===== config.mk =====
export PLATFORM = sky130hd
export DESIGN_NAME = imu_yaw_integrator_pitch_tilt
export DESIGN_NICKNAME = d
export VERILOG_FILES = /design/src/rtl/imu_yaw_pkg.sv /design/src/rtl/imu_yaw_ctrl.sv /design/src/rtl/imu_yaw_dp.sv /design/src/rtl/imu_yaw_integrator_pitch_tilt.sv
export VERILOG_INCLUDE_DIRS = /design/src /design/src/rtl
export SDC_FILE = /design/constraint.sdc
export NUM_CORES = 2
export LEC_CHECK = 0
export BUFFER_PORTS_ARGS = -buffer_cell sky130_fd_sc_hd__buf_2
export CAP_MARGIN = 30
export CORE_MARGIN = 5
export CORE_UTILIZATION = 40
export DETAILED_ROUTE_END_ITERATION = 8
export PLACE_DENSITY = 0.55
export REMOVE_ABC_BUFFERS = 1
export SLEW_MARGIN = 20
export SYNTH_ARGS = -nofsm -noshare
export SYNTH_HDL_FRONTEND = slang
export SYNTH_HIERARCHICAL = 1
export SYNTH_SLANG_ARGS = --single-unit
export TNS_END_PERCENT = 50

===== constraint.sdc =====
create_clock -name clk -period 21.6 [get_ports clk]
set_input_delay 4.32 -clock clk [delete_from_list [all_inputs] [get_ports clk]]
set_output_delay 4.32 -clock clk [all_outputs]
set_load 0.02 [all_outputs]

===== src/rtl/imu_yaw_integrator_pitch_tilt_macros.svh =====
// assertion macros for the imu yaw integrator block
`ifndef IMU_YAW_INTEGRATOR_PITCH_TILT_MACROS_SVH
`define IMU_YAW_INTEGRATOR_PITCH_TILT_MACROS_SVH
`ifndef SYNTHESIS
`define IMU_ASSERT(label, clk, rst, prop) \
  label: assert property (@(posedge clk) disable iff (rst) prop) \
    else $error("imu yaw assertion failed");
`define IMU_ASSERT_ALWAYS(label, clk, prop) \
  label: assert property (@(posedge clk) prop) \
    else $error("imu yaw assertion failed");
`else
`define IMU_ASSERT(label, clk, rst, prop)
`define IMU_ASSERT_ALWAYS(label, clk, prop)
`endif
`endif


===== src/rtl/imu_yaw_pkg.sv =====
// shared types, constants and tables of the imu yaw integrator
`timescale 1ns / 1ps
`default_nettype none
package imu_yaw_pkg;

  localparam int CORDIC_STEPS_DEF = 16;
  localparam int DIV_BITS         = 36;
  localparam int ITER_W           = $clog2(DIV_BITS);
  localparam int ATAN_IDX_W       = 5;
  localparam int CFG_IDX_W        = 2;
  localparam int CFG_DATA_W       = 16;

  localparam logic [28:0]        YAW_K           = 29'd314410567;
  localparam logic signed [26:0] Z180            = 27'sd11796480;
  localparam logic signed [26:0] PITCH_MAX       = 27'sd46080;
  localparam logic [15:0]        DEADBAND_RST    = 16'd512;
  localparam logic [12:0]        CAL_SAMPLES_RST = 13'd256;

  localparam logic [CFG_IDX_W-1:0] REG_DEADBAND    = 2'd0;
  localparam logic [CFG_IDX_W-1:0] REG_CAL_SAMPLES = 2'd1;

  typedef enum logic [1:0] {
    CMD_GYRO    = 2'd0,
    CMD_ACCEL   = 2'd1,
    CMD_RESTART = 2'd2,
    CMD_NOP     = 2'd3
  } cmd_code_t;

  typedef enum logic [1:0] {
    MUL_RATE_DT,
    MUL_LO_K,
    MUL_HI_K
  } mul_sel_t;

  typedef enum logic [3:0] {
    ST_IDLE,
    ST_DECODE,
    ST_CAL_ACC,
    ST_CAL_CHECK,
    ST_DIV,
    ST_DIV_END,
    ST_PREP,
    ST_MUL_P,
    ST_MUL_LO,
    ST_MUL_HI,
    ST_SUM,
    ST_YAW,
    ST_CORDIC_INIT,
    ST_CORDIC,
    ST_PITCH,
    ST_EMIT
  } ctrl_state_t;

  typedef struct packed {
    logic              latch;
    logic              restart;
    logic              cal_acc;
    logic              div_init;
    logic              div_step;
    logic              div_done;
    logic              prep;
    logic              mul_en;
    mul_sel_t          mul_sel;
    logic              sum_en;
    logic              yaw_upd;
    logic              cordic_init;
    logic              cordic_step;
    logic              pitch_wr;
    logic              emit;
    logic [ITER_W-1:0] iter;
  } dp_cmd_t;

  typedef struct packed {
    cmd_code_t code;
    logic      calib_active;
    logic      cal_reached;
  } dp_stat_t;

  // atan(2^-i) in 1/65536 degree
  function automatic logic [21:0] atan_deg16(input logic [ATAN_IDX_W-1:0] idx);
    logic [21:0] v;
    case (idx)
      5'd0:    v = 22'd2949120;
      5'd1:    v = 22'd1740967;
      5'd2:    v = 22'd919879;
      5'd3:    v = 22'd466945;
      5'd4:    v = 22'd234379;
      5'd5:    v = 22'd117304;
      5'd6:    v = 22'd58666;
      5'd7:    v = 22'd29335;
      5'd8:    v = 22'd14668;
      5'd9:    v = 22'd7334;
      5'd10:   v = 22'd3667;
      5'd11:   v = 22'd1833;
      5'd12:   v = 22'd917;
      5'd13:   v = 22'd458;
      5'd14:   v = 22'd229;
      5'd15:   v = 22'd115;
      5'd16:   v = 22'd57;
      5'd17:   v = 22'd29;
      5'd18:   v = 22'd14;
      5'd19:   v = 22'd7;
      5'd20:   v = 22'd4;
      5'd21:   v = 22'd2;
      5'd22:   v = 22'd1;
      default: v = 22'd0;
    endcase
    return v;
  endfunction

endpackage
`default_nettype wire


===== src/rtl/imu_yaw_ctrl.sv =====
// controller state machine of the imu yaw integrator
`timescale 1ns / 1ps
`default_nettype none
module imu_yaw_ctrl #(
  parameter int CORDIC_STEPS = imu_yaw_pkg::CORDIC_STEPS_DEF
) (
  input  logic                   clk,
  input  logic                   rst,
  input  logic                   in_valid,
  output logic                   in_stall,
  output logic                   out_valid,
  input  logic                   out_stall,
  input  imu_yaw_pkg::dp_stat_t  dp_stat,
  output imu_yaw_pkg::dp_cmd_t   dp_cmd
);
  import imu_yaw_pkg::*;

  localparam logic [ITER_W-1:0] DIV_LAST    = ITER_W'(DIV_BITS - 1);
  localparam logic [ITER_W-1:0] CORDIC_LAST = ITER_W'(CORDIC_STEPS - 1);

  ctrl_state_t       state, state_next;
  logic [ITER_W-1:0] iter, iter_next;
  logic              out_valid_next;

  always_ff @(posedge clk) begin
    if (rst) begin
      state     <= ST_IDLE;
      iter      <= '0;
      out_valid <= 1'b0;
    end else begin
      state     <= state_next;
      iter      <= iter_next;
      out_valid <= out_valid_next;
    end
  end

  assign in_stall = (state != ST_IDLE);

  always_comb begin
    state_next     = state;
    iter_next      = iter;
    dp_cmd         = '0;
    dp_cmd.mul_sel = MUL_RATE_DT;
    dp_cmd.iter    = iter;
    out_valid_next = out_stall ? out_valid : 1'b0;
    case (state)
      ST_IDLE: begin
        if (in_valid) begin
          dp_cmd.latch = 1'b1;
          state_next   = ST_DECODE;
        end
      end
      ST_DECODE: begin
        case (dp_stat.code)
          CMD_GYRO:    state_next = dp_stat.calib_active ? ST_CAL_ACC : ST_PREP;
          CMD_ACCEL:   state_next = ST_CORDIC_INIT;
          CMD_RESTART: begin
            dp_cmd.restart = 1'b1;
            state_next     = ST_EMIT;
          end
          default:     state_next = ST_EMIT;
        endcase
      end
      ST_CAL_ACC: begin
        dp_cmd.cal_acc = 1'b1;
        state_next     = ST_CAL_CHECK;
      end
      ST_CAL_CHECK: begin
        if (dp_stat.cal_reached) begin
          dp_cmd.div_init = 1'b1;
          iter_next       = '0;
          state_next      = ST_DIV;
        end else begin
          state_next = ST_EMIT;
        end
      end
      ST_DIV: begin
        dp_cmd.div_step = 1'b1;
        if (iter == DIV_LAST) begin
          state_next = ST_DIV_END;
        end else begin
          iter_next = iter + 1'b1;
        end
      end
      ST_DIV_END: begin
        dp_cmd.div_done = 1'b1;
        state_next      = ST_EMIT;
      end
      ST_PREP: begin
        dp_cmd.prep = 1'b1;
        state_next  = ST_MUL_P;
      end
      ST_MUL_P: begin
        dp_cmd.mul_en  = 1'b1;
        dp_cmd.mul_sel = MUL_RATE_DT;
        state_next     = ST_MUL_LO;
      end
      ST_MUL_LO: begin
        dp_cmd.mul_en  = 1'b1;
        dp_cmd.mul_sel = MUL_LO_K;
        state_next     = ST_MUL_HI;
      end
      ST_MUL_HI: begin
        dp_cmd.mul_en  = 1'b1;
        dp_cmd.mul_sel = MUL_HI_K;
        state_next     = ST_SUM;
      end
      ST_SUM: begin
        dp_cmd.sum_en = 1'b1;
        state_next    = ST_YAW;
      end
      ST_YAW: begin
        dp_cmd.yaw_upd = 1'b1;
        state_next     = ST_EMIT;
      end
      ST_CORDIC_INIT: begin
        dp_cmd.cordic_init = 1'b1;
        iter_next          = '0;
        state_next         = ST_CORDIC;
      end
      ST_CORDIC: begin
        dp_cmd.cordic_step = 1'b1;
        if (iter == CORDIC_LAST) begin
          state_next = ST_PITCH;
        end else begin
          iter_next = iter + 1'b1;
        end
      end
      ST_PITCH: begin
        dp_cmd.pitch_wr = 1'b1;
        state_next      = ST_EMIT;
      end
      ST_EMIT: begin
        if (!out_valid || !out_stall) begin
          dp_cmd.emit    = 1'b1;
          out_valid_next = 1'b1;
          state_next     = ST_IDLE;
        end
      end
      default: state_next = ST_IDLE;
    endcase
  end

endmodule
`default_nettype wire


===== src/rtl/imu_yaw_dp.sv =====
// datapath of the imu yaw integrator: state, divider, multiplier, cordic
`timescale 1ns / 1ps
`default_nettype none
module imu_yaw_dp (
  input  logic                                      clk,
  input  logic                                      rst,
  input  imu_yaw_pkg::dp_cmd_t                      dp_cmd,
  output imu_yaw_pkg::dp_stat_t                     dp_stat,
  input  logic                                      cfg_we,
  input  logic [imu_yaw_pkg::CFG_IDX_W-1:0]         cfg_index,
  input  logic [imu_yaw_pkg::CFG_DATA_W-1:0]        cfg_data,
  input  logic [1:0]                                cmd,
  input  logic signed [23:0]                        gyro_rate,
  input  logic [31:0]                               timestamp_us,
  input  logic signed [15:0]                        accel_y,
  input  logic signed [15:0]                        accel_z,
  output logic signed [47:0]                        yaw_angle,
  output logic signed [16:0]                        pitch_angle,
  output logic                                      calibrating,
  output logic signed [23:0]                        gyro_bias
);
  import imu_yaw_pkg::*;

  // latched item
  cmd_code_t          cmd_q;
  logic signed [23:0] rate_q;
  logic [31:0]        ts_q;
  logic signed [15:0] ay_q;
  logic signed [15:0] az_q;

  // configuration
  logic [15:0] deadband;
  logic [12:0] cal_samples;

  // architectural state
  logic [47:0]        yaw_acc;
  logic signed [16:0] pitch_val;
  logic signed [23:0] bias_val;
  logic [31:0]        last_time;
  logic signed [36:0] calib_sum;
  logic [12:0]        calib_count;
  logic               calib_active;

  // divider
  logic [12:0] div_rem;
  logic [35:0] div_quo;
  logic        div_neg;

  // yaw integration
  logic        corr_neg;
  logic [24:0] mag_q;
  logic [31:0] dt_q;
  logic [55:0] prod_p;
  logic [60:0] prod_lo;
  logic [47:0] prod_hi;
  logic [29:0] lo_rnd_q;
  logic [47:0] delta;

  // cordic
  logic signed [35:0] cx;
  logic signed [35:0] cy;
  logic signed [26:0] cz;

  logic [12:0]        cal_target;
  logic signed [24:0] corr;
  logic [24:0]        corr_mag;
  logic [24:0]        mag_db;
  logic [36:0]        sum_abs;
  logic [14:0]        div_trial;
  logic               div_fit;
  logic [13:0]        div_part;
  logic [35:0]        quo_signed;
  logic [31:0]        mul_a;
  logic [31:0]        mul_b;
  logic [63:0]        mul_p;
  logic [61:0]        lo_rnd;
  logic [ATAN_IDX_W-1:0] shamt;
  logic signed [35:0] xs;
  logic signed [35:0] ys;
  logic signed [26:0] atan_v;
  logic signed [35:0] ax;
  logic signed [35:0] ayv;
  logic signed [26:0] zr;
  logic signed [26:0] zs;
  logic signed [16:0] pitch_sat;

  assign cal_target           = (cal_samples == 13'd0) ? 13'd1 : cal_samples;
  assign dp_stat.code         = cmd_q;
  assign dp_stat.calib_active = calib_active;
  assign dp_stat.cal_reached  = (calib_count >= cal_target);

  always_comb begin
    corr     = 25'(rate_q) - 25'(bias_val);
    corr_mag = corr[24] ? 25'(-corr) : 25'(corr);
    mag_db   = (corr_mag < {9'd0, deadband}) ? 25'd0 : corr_mag;
    sum_abs  = calib_sum[36] ? 37'(-calib_sum) : 37'(calib_sum);
  end

  always_comb begin
    div_part   = {div_rem, div_quo[35]};
    div_trial  = {1'b0, div_part} - {2'b00, calib_count};
    div_fit    = !div_trial[14];
    quo_signed = div_neg ? 36'(-div_quo) : div_quo;
  end

  always_comb begin
    case (dp_cmd.mul_sel)
      MUL_RATE_DT: begin
        mul_a = {7'd0, mag_q};
        mul_b = dt_q;
      end
      MUL_LO_K: begin
        mul_a = prod_p[31:0];
        mul_b = {3'd0, YAW_K};
      end
      MUL_HI_K: begin
        mul_a = {8'd0, prod_p[55:32]};
        mul_b = {3'd0, YAW_K};
      end
      default: begin
        mul_a = '0;
        mul_b = '0;
      end
    endcase
    mul_p  = mul_a * mul_b;
    lo_rnd = {1'b0, prod_lo} + 62'h0000_0000_8000_0000;
  end

  always_comb begin
    shamt     = dp_cmd.iter[ATAN_IDX_W-1:0];
    xs        = cx >>> shamt;
    ys        = cy >>> shamt;
    atan_v    = signed'({5'd0, atan_deg16(shamt)});
    ax        = signed'({{4{az_q[15]}}, az_q, 16'd0});
    ayv       = signed'({{4{ay_q[15]}}, ay_q, 16'd0});
    zr        = cz + 27'sd128;
    zs        = zr >>> 8;
    if (zs > PITCH_MAX) begin
      pitch_sat = 17'(PITCH_MAX);
    end else if (zs < -PITCH_MAX) begin
      pitch_sat = 17'(-PITCH_MAX);
    end else begin
      pitch_sat = zs[16:0];
    end
  end

  // item latch and working registers
  always_ff @(posedge clk) begin
    if (dp_cmd.latch) begin
      cmd_q  <= cmd_code_t'(cmd);
      rate_q <= gyro_rate;
      ts_q   <= timestamp_us;
      ay_q   <= accel_y;
      az_q   <= accel_z;
    end
    if (dp_cmd.div_init) begin
      div_rem <= '0;
      div_quo <= sum_abs[35:0];
      div_neg <= calib_sum[36];
    end else if (dp_cmd.div_step) begin
      div_rem <= div_fit ? div_trial[12:0] : div_part[12:0];
      div_quo <= {div_quo[34:0], div_fit};
    end
    if (dp_cmd.prep) begin
      corr_neg <= corr[24];
      mag_q    <= mag_db;
      dt_q     <= ts_q - last_time;
    end
    if (dp_cmd.mul_en) begin
      case (dp_cmd.mul_sel)
        MUL_RATE_DT: prod_p <= mul_p[55:0];
        MUL_LO_K:    prod_lo <= mul_p[60:0];
        MUL_HI_K: begin
          prod_hi  <= mul_p[47:0];
          lo_rnd_q <= lo_rnd[61:32];
        end
        default: ;
      endcase
    end
    if (dp_cmd.sum_en) begin
      delta <= prod_hi + {18'd0, lo_rnd_q};
    end
    if (dp_cmd.cordic_init) begin
      if (az_q < 0) begin
        cx <= -ax;
        cy <= -ayv;
        cz <= (ay_q >= 0) ? Z180 : -Z180;
      end else begin
        cx <= ax;
        cy <= ayv;
        cz <= '0;
      end
    end else if (dp_cmd.cordic_step) begin
      if (cy > 0) begin
        cx <= cx + ys;
        cy <= cy - xs;
        cz <= cz + atan_v;
      end else if (cy < 0) begin
        cx <= cx - ys;
        cy <= cy + xs;
        cz <= cz - atan_v;
      end
    end
    if (dp_cmd.emit) begin
      yaw_angle   <= signed'(yaw_acc);
      pitch_angle <= pitch_val;
      calibrating <= calib_active;
      gyro_bias   <= bias_val;
    end
  end

  // configuration and architectural state
  always_ff @(posedge clk) begin
    if (rst) begin
      deadband     <= DEADBAND_RST;
      cal_samples  <= CAL_SAMPLES_RST;
      yaw_acc      <= '0;
      pitch_val    <= '0;
      bias_val     <= '0;
      last_time    <= '0;
      calib_sum    <= '0;
      calib_count  <= '0;
      calib_active <= 1'b1;
    end else begin
      if (cfg_we) begin
        case (cfg_index)
          REG_DEADBAND:    deadband <= cfg_data;
          REG_CAL_SAMPLES: cal_samples <= cfg_data[12:0];
          default: ;
        endcase
      end
      if (dp_cmd.restart) begin
        yaw_acc      <= '0;
        pitch_val    <= '0;
        bias_val     <= '0;
        calib_sum    <= '0;
        calib_count  <= '0;
        calib_active <= 1'b1;
      end
      if (dp_cmd.cal_acc) begin
        calib_sum   <= calib_sum + 37'(rate_q);
        calib_count <= calib_count + 13'd1;
      end
      if (dp_cmd.div_done) begin
        bias_val     <= signed'(quo_signed[23:0]);
        last_time    <= ts_q;
        calib_active <= 1'b0;
      end
      if (dp_cmd.prep) begin
        last_time <= ts_q;
      end
      if (dp_cmd.yaw_upd) begin
        yaw_acc <= corr_neg ? (yaw_acc - delta) : (yaw_acc + delta);
      end
      if (dp_cmd.pitch_wr) begin
        pitch_val <= pitch_sat;
      end
    end
  end

endmodule
`default_nettype wire


===== src/rtl/imu_yaw_integrator_pitch_tilt.sv =====
// top level of the imu yaw integrator with accelerometer pitch
//
// Input channel (in_valid / in_stall) takes one command beat: a gyro-Z sample
// with its microsecond timestamp, an accelerometer Y/Z sample, or a restart
// of the bias calibration. Each beat gives exactly one result beat on the
// output channel (out_valid / out_stall) carrying yaw, pitch, the
// calibrating flag and the gyro bias as they stand after that command.
// A restart or an unused code goes straight to the result; a calibration
// sample is added to the sum, and the sample that closes the calibration
// also runs a bit-serial divider; a yaw integration uses one shared 32x32
// multiplier three times; an accel sample runs the cordic (one cordic
// iteration per cycle). One item is worked on at a time; the next
// beat is taken the cycle after the result enters the output register.
// A result waiting under out_stall holds the output register; the next item
// is accepted and worked on meanwhile and waits only to load its result.
// The configuration port (cfg_valid / cfg_ready) is always ready.
// Synchronous reset clears yaw, pitch, bias and the timestamp, starts a
// calibration and loads the default deadband and sample count.
`timescale 1ns / 1ps
`default_nettype none
`include "imu_yaw_integrator_pitch_tilt_macros.svh"
module imu_yaw_integrator_pitch_tilt #(
  parameter int CORDIC_STEPS = imu_yaw_pkg::CORDIC_STEPS_DEF
) (
  input  logic                                clk,
  input  logic                                rst,
  input  logic                                in_valid,
  output logic                                in_stall,
  input  logic [1:0]                          cmd,
  input  logic signed [23:0]                  gyro_rate,
  input  logic [31:0]                         timestamp_us,
  input  logic signed [15:0]                  accel_y,
  input  logic signed [15:0]                  accel_z,
  output logic                                out_valid,
  input  logic                                out_stall,
  output logic signed [47:0]                  yaw_angle,
  output logic signed [16:0]                  pitch_angle,
  output logic                                calibrating,
  output logic signed [23:0]                  gyro_bias,
  input  logic                                cfg_valid,
  output logic                                cfg_ready,
  input  logic [imu_yaw_pkg::CFG_IDX_W-1:0]   cfg_index,
  input  logic [imu_yaw_pkg::CFG_DATA_W-1:0]  cfg_data
);
  import imu_yaw_pkg::*;

  dp_cmd_t  dp_cmd;
  dp_stat_t dp_stat;
  logic     cfg_we;

  assign cfg_ready = 1'b1;
  assign cfg_we    = cfg_valid && cfg_ready;

  imu_yaw_ctrl #(
    .CORDIC_STEPS(CORDIC_STEPS)
  ) u_ctrl (
    .clk      (clk),
    .rst      (rst),
    .in_valid (in_valid),
    .in_stall (in_stall),
    .out_valid(out_valid),
    .out_stall(out_stall),
    .dp_stat  (dp_stat),
    .dp_cmd   (dp_cmd)
  );

  imu_yaw_dp u_dp (
    .clk         (clk),
    .rst         (rst),
    .dp_cmd      (dp_cmd),
    .dp_stat     (dp_stat),
    .cfg_we      (cfg_we),
    .cfg_index   (cfg_index),
    .cfg_data    (cfg_data),
    .cmd         (cmd),
    .gyro_rate   (gyro_rate),
    .timestamp_us(timestamp_us),
    .accel_y     (accel_y),
    .accel_z     (accel_z),
    .yaw_angle   (yaw_angle),
    .pitch_angle (pitch_angle),
    .calibrating (calibrating),
    .gyro_bias   (gyro_bias)
  );

  `IMU_ASSERT(a_emit_free, clk, rst, dp_cmd.emit |-> (!out_valid || !out_stall))
  `IMU_ASSERT(a_latch_on_beat, clk, rst, dp_cmd.latch |-> (in_valid && !in_stall))
  `IMU_ASSERT(a_one_action, clk, rst, $onehot0({dp_cmd.latch, dp_cmd.cal_acc, dp_cmd.div_step, dp_cmd.mul_en, dp_cmd.cordic_step, dp_cmd.emit}))
  `IMU_ASSERT(a_restart_result, clk, rst, (dp_cmd.emit && (dp_stat.code == CMD_RESTART)) |=> (calibrating && (yaw_angle == 48'sd0) && (gyro_bias == 24'sd0)))
  `IMU_ASSERT_ALWAYS(a_reset_idle, clk, rst |=> !out_valid)

endmodule
`default_nettype wire


[Yosys cells after proc, flatten, opt, wreduce, memory -nomap -nowiden]
Memory sizes are Yosys's and may differ from the RTL's. A register that Yosys moved wholly into a read port is not among the register bits.
Cells that the tools add are included.
Widths: inputs -> output; s select.
Storage, ports and cells
  bits in registers: 842
  memory bits (read-only): 704
  bits of input ports: 113
  output and inout port bits: 93
  logic and storage cells: 204
  memories kept: 1
Operators by class
  add/sub/neg operators: 22
  multipliers: 1
  magnitude comparators: 8
  equal/unequal tests: 29
  shift operators: 2
  multiplexer cells: 77
  reductions and logical operators: 29
Memory list
  (name not given): depth 32, width 22, read ports 1, clocked after Yosys merged registers in 1, write ports 0, RTL line imu_yaw_pkg.sv:82  | case (idx)
Operators by type and width (count)
  $mux 36: 13
  $mux 27: 6
  $mux 48: 3
  $pmux 32 s3: 1
  $mux 37: 2
  $add 36x36->36: 2
  $mux 24: 3
  $neg 32->36: 2
  $sshr 36x5->36: 2
  $sub 36x36->36: 2
  $mux 17: 4
  $mux 32: 2
  $pmux 32 s2: 1
  $add 61x32->62 const B: 1
  $mul 32x32->61: 1
  $pmux 4 s14: 1
  $mux 13: 4
  $add 48x30->48: 1
  $add 48x48->48: 1
  $sub 48x48->48: 1
  $add 37x24->37: 1
  $gt 36x1->1 const B: 1
  $lt 36x1->1 const B: 1
  $neg 36->36: 1
  47 further kinds: 111

[Logic depth before layout (Yosys ltp)]
  depth in word-level cells: 7
  depth in mapped cells: 42
  gate-level depth less buffers: 38

[Hierarchy]
Netlist, hierarchy kept.
By module, submodules not included
  imu_yaw_dp: times used 1, cells each 9272, area an instance 85149.2 um^2, seq. area each 21881.0 um^2
  imu_yaw_ctrl: times used 1, cells each 123, area an instance 943.4 um^2, seq. area each 220.2 um^2
  imu_yaw_integrator_pitch_tilt: times used 1, cells each 2, area an instance 11.3 um^2, seq. area each 0.0 um^2

[Worst setup path before layout]
OpenSTA, ideal clock, no wires.
  path kind: register to register
  start point: register u_ctrl.state[1]
  end point: register u_dp.prod_lo[59], data pin
  setup time: 264 ps
  data arrival time: 9759 ps
  required time: 21336 ps
  path slack: 11577 ps
  stages on the path, launching flop included: 41
  buffers on the path: 8
  clock period less this slack: 10023 ps
  cell sequence: dfxtp_1 > buf_2 > buf_1 > nor3_1 > inv_1 > ha_1 > clkbuf_1 > clkbuf_1 > clkbuf_1 > and2_1 > clkbuf_1 > buf_1 > nand2_1 > fa_1 > inv_1 > fa_1 > inv_1 > fa_1 > (+5 left out) > fa_1 > fa_1 > inv_1 > ha_1 > clkbuf_1 > a21o_1 > a21o_1 > a21o_1 > a21oi_1 > o21ai_0 > a21o_1 > a31oi_1 > o21ai_0 > a221oi_1 > o31a_1 > o21ai_0 > a221oi_1 > xnor2_1
RTL lines
  start: declaration: RTL line imu_yaw_ctrl.sv:21  | ctrl_state_t state, state_next;
  start signal: assignment: RTL line imu_yaw_ctrl.sv:31  | state <= state_next;
  end signal: assignment: RTL line imu_yaw_dp.sv:172  | MUL_LO_K: prod_lo <= mul_p[60:0];
  end: declaration: RTL line imu_yaw_dp.sv:54  | logic [60:0] prod_lo;

==> summary.txt <==
Floorplanning
  – Overall die width: 474.0 um
  – Chip height: approximately 470 um
  – # IOs: slightly above 200
  – Core ar.: 214,400 um^2
  – Core Rows: 170
  – Starting density of the core: 0.4016
  – DIE AREA: ~220,000 um^2

Critical path
  – Crit-path max cell delay: just over 0.7 ns
  – Gate family responsible for the most delay along the worst path: adder cells
  – Startpoint types: flop
  – CP Capture Type: flop
  – Critical path buffer and inverter count: 4
  – Crit path max fanout: 74
  – Required time of the critical path: 22.10 ns
  – Worst EP arrival: between 10 and 15 ns
  – Most common cell on crit path: fa_1
  – Crit-path slowest cell: buf_4
  – WS Path Type: reg -> reg

Logic synthesis
  – Mapped Avg Cell Area: 9.163 um^2
  – Main synth FF type: edfxtp_1
  – Post-synthesis register bit count: roughly 800
  – Top cell type's share of synthesized area: 0.2099
  – Async set-reset flop share out of synthesis: 0
  – Top cells by area, synth: fa_1 (21%), edfxtp_1 (20%), ha_1 (8.3%), dfxtp_1 (5.2%), inv_1 (5.0%)
  – Synth Instances: roughly 9,400
  – Post-Syn Area: approximately 86,000 um^2
  – Warnings from Yosys: 6
  – Post-synth EDFFs: between 500 and 600
  – Post-synthesis sequential area ratio: 0.2567
  – Unique masters post-synth: ~120
  – Dominant cell type by area after synthesis: fa_1

Clocking
  – Number of hold buffers added after cts: 0
  – CTS Sinks: between 800 and 900
  – Setup Fix Bufs, Post-CTS: 0
  – Clock slew at reported path FFs: 0.07 ns
  – H-Tree Depth: 3
  – Skew-Pair Late Insertion Delay: between 0.7 and 0.8 ns
  – CTS Buf Count: between 90 and 100
  – Resized Gates After CTS: 0
  – CTS root buf: clkbuf_16
  – CTS Buffer Depth: 3
  – CTS tree: built

Placement
  – Hpwl dp: between 200,000 and 250,000 um
  – Port bufs: between 200 and 250
  – Worst slack, placed: approximately 9.3 ns
  – Routability Congestion: 1.025
  – Post-DP Area: 90,170 um^2

Finish
  – Fillcell total: between 20,000 and 25,000
  – Area of the multi-input gates: between 50,000 and 60,000 um^2
  – Most frequent cells in the layout: inv_1 (1,146), nor2_1 (1,125), nand2_1 (1,076)
  – Fin nets: roughly 11,000
  – Commonest non-fill, non-tap cell in the layout: inv_1
  – Design area: about 94,000 um^2
  – FF+latch area: approximately 22,000 um^2
  – Share of cells above drive strength 1: 0.08293
  – Layout Area Growth over Synthesis: 8.831%

Global route
  – First-pass GRT wire length: between 400,000 and 500,000 um
  – Vias in the first global route: just under 70,000
  – Gr ovfl total: 0
  – Antenna violations before repair: 18
  – Gr usage total: 0.2575
  – Pin count of the biggest net entering global routing: 84

Detailed routing
  – DRC: 0
  – Per-cell routed wire length: ~24 um
  – Via Count: approximately 70,000
  – Initial DRC Count: 6,713
  – Overall routed net length: roughly 300,000 um
  – Post-DRT Antenna Nets: 0
  – Via density: around 5.5
  – TritonRoute pass-1 iters: 6

STA
  – Worst-margin pin slew: ~1.1 ns
  – Period Utilization, post-route: 0.5789
  – Max Slew Vio Count: 0
  – Fmax achieved: roughly 0.08 GHz
  – Total negative setup slack: 0 ns
  – Setup violators final: 0
  – Final Skew: around 0.07 ns
  – RSZ-0062 raised after global routing: false
  – Slew headroom: 0.2784
  – Fin worst setup slack: about 9.1 ns
  – Fin. Hold Viols: 0
  – Tmin final: around 13 ns

Hold path
  – Hold WC Path Type: reg -> reg

Run status
  – Status: finished clean

Run
  – Max-cap viol count: 0
==> routing by layer <==
metal | track usage | vias up | wire length (um)
met5 | 0 | - | 0
met4 | 0.08142 | 0 | 10760
met3 | 0.07158 | 495 | 29250
met2 | 0.3884 | 2798 | 125000
met1 | 0.3591 | 33749 | 128000
li1 | - | 31414 | -
==> cell families after synthesis <==
group                      after synthesis  share of synthesized area
muxes                                  241                    0.04218
xor gates and xnor gates               594                    0.06042
other                                    1                 0.00004355
and+or+nand+nor                       3119                     0.1629
adders and majority gates             1471                     0.2925
AOI/OAI and AO/OA                     1582                     0.1148
buffers and inverters                 1578                    0.07046
DFF                                    811                     0.2567
==> flip-flops by register name (all words and copies together), names as in the netlist, 24 cells and up <==
name and flops:
u_dp/div_quo 36, u_dp/prod_hi 48, u_dp/cy 36, u_dp/mag_q 25, u_dp/rate_q 24, u_dp/yaw_acc 48
u_dp/calib_sum 37, u_dp/delta 48, u_dp/prod_lo 30, u_dp/prod_p 56, u_dp/dt_q 32, u_dp/lo_rnd_q 30
u_dp/last_time 32, u_dp/bias_val 24, u_dp/ts_q 32, u_dp/yaw_angle 48, u_dp/cx 36, u_dp/cz 27
u_dp/gyro_bias 24
==> synthesized netlist by cell type, types with 68 or more instances <==
library cell / number
fa_1: 903
nand3_1: 108
edfxtp_1: 586
o21ai_0: 322
xnor2_1: 391
dfxtp_1: 225
nand2b_1: 108
mux2i_1: 85
xor2_1: 203
mux4_2: 91
ha_1: 568
nor2b_1: 89
inv_1: 1148
clkbuf_1: 339
nor3b_1: 68
and2_1: 83
a21oi_1: 559
nand2_1: 1077
nor2_1: 1132
nor3_1: 153
a21o_1: 171
==> layout make-up <==
class | instances | share of cell area
Multi-Input combinational cell | 7008 | 0.6196
Sequential cell | 811 | 0.2360
Inverter | 1149 | 0.04603
Tap cell | 2838 | 0.03789
Clock buffer | 126 | 0.02951
Timing Repair Buffer | 352 | 0.02363
Clock inverter | 56 | 0.007063
Antenna cell | 11 | 0.0002937
==> through the flow <==
stage	hold slack [ns]	cells	util
floorplan	0.4002	8968	-
global placement	0.4143	12140	0.4200
CTS	0.4305	12332	0.4365
detailed placement	0.4159	12150	0.4206
finish	0.4262	12351	0.4371
global route	0.4388	12340	0.4369
==> final timing paths <==
| path | from | to | slack (ns) | cells after the start |
|---|---|---|---|---|
| worst max-delay path | u_ctrl/state[2] | u_dp/prod_lo[59] | 9.10 | 32 |
| worst min-delay path | u_dp/pitch_val[10] | u_dp/pitch_angle[10] | 0.43 | 0 |
| worst max register to register | u_ctrl/state[2] | u_dp/prod_lo[59] | 9.10 | 32 |
| worst min register to register | u_dp/pitch_val[10] | u_dp/pitch_angle[10] | 0.43 | 0 |
Power is not shown: default switching activity piles up to over one toggle a cycle in this logic, so the estimate is an artifact.
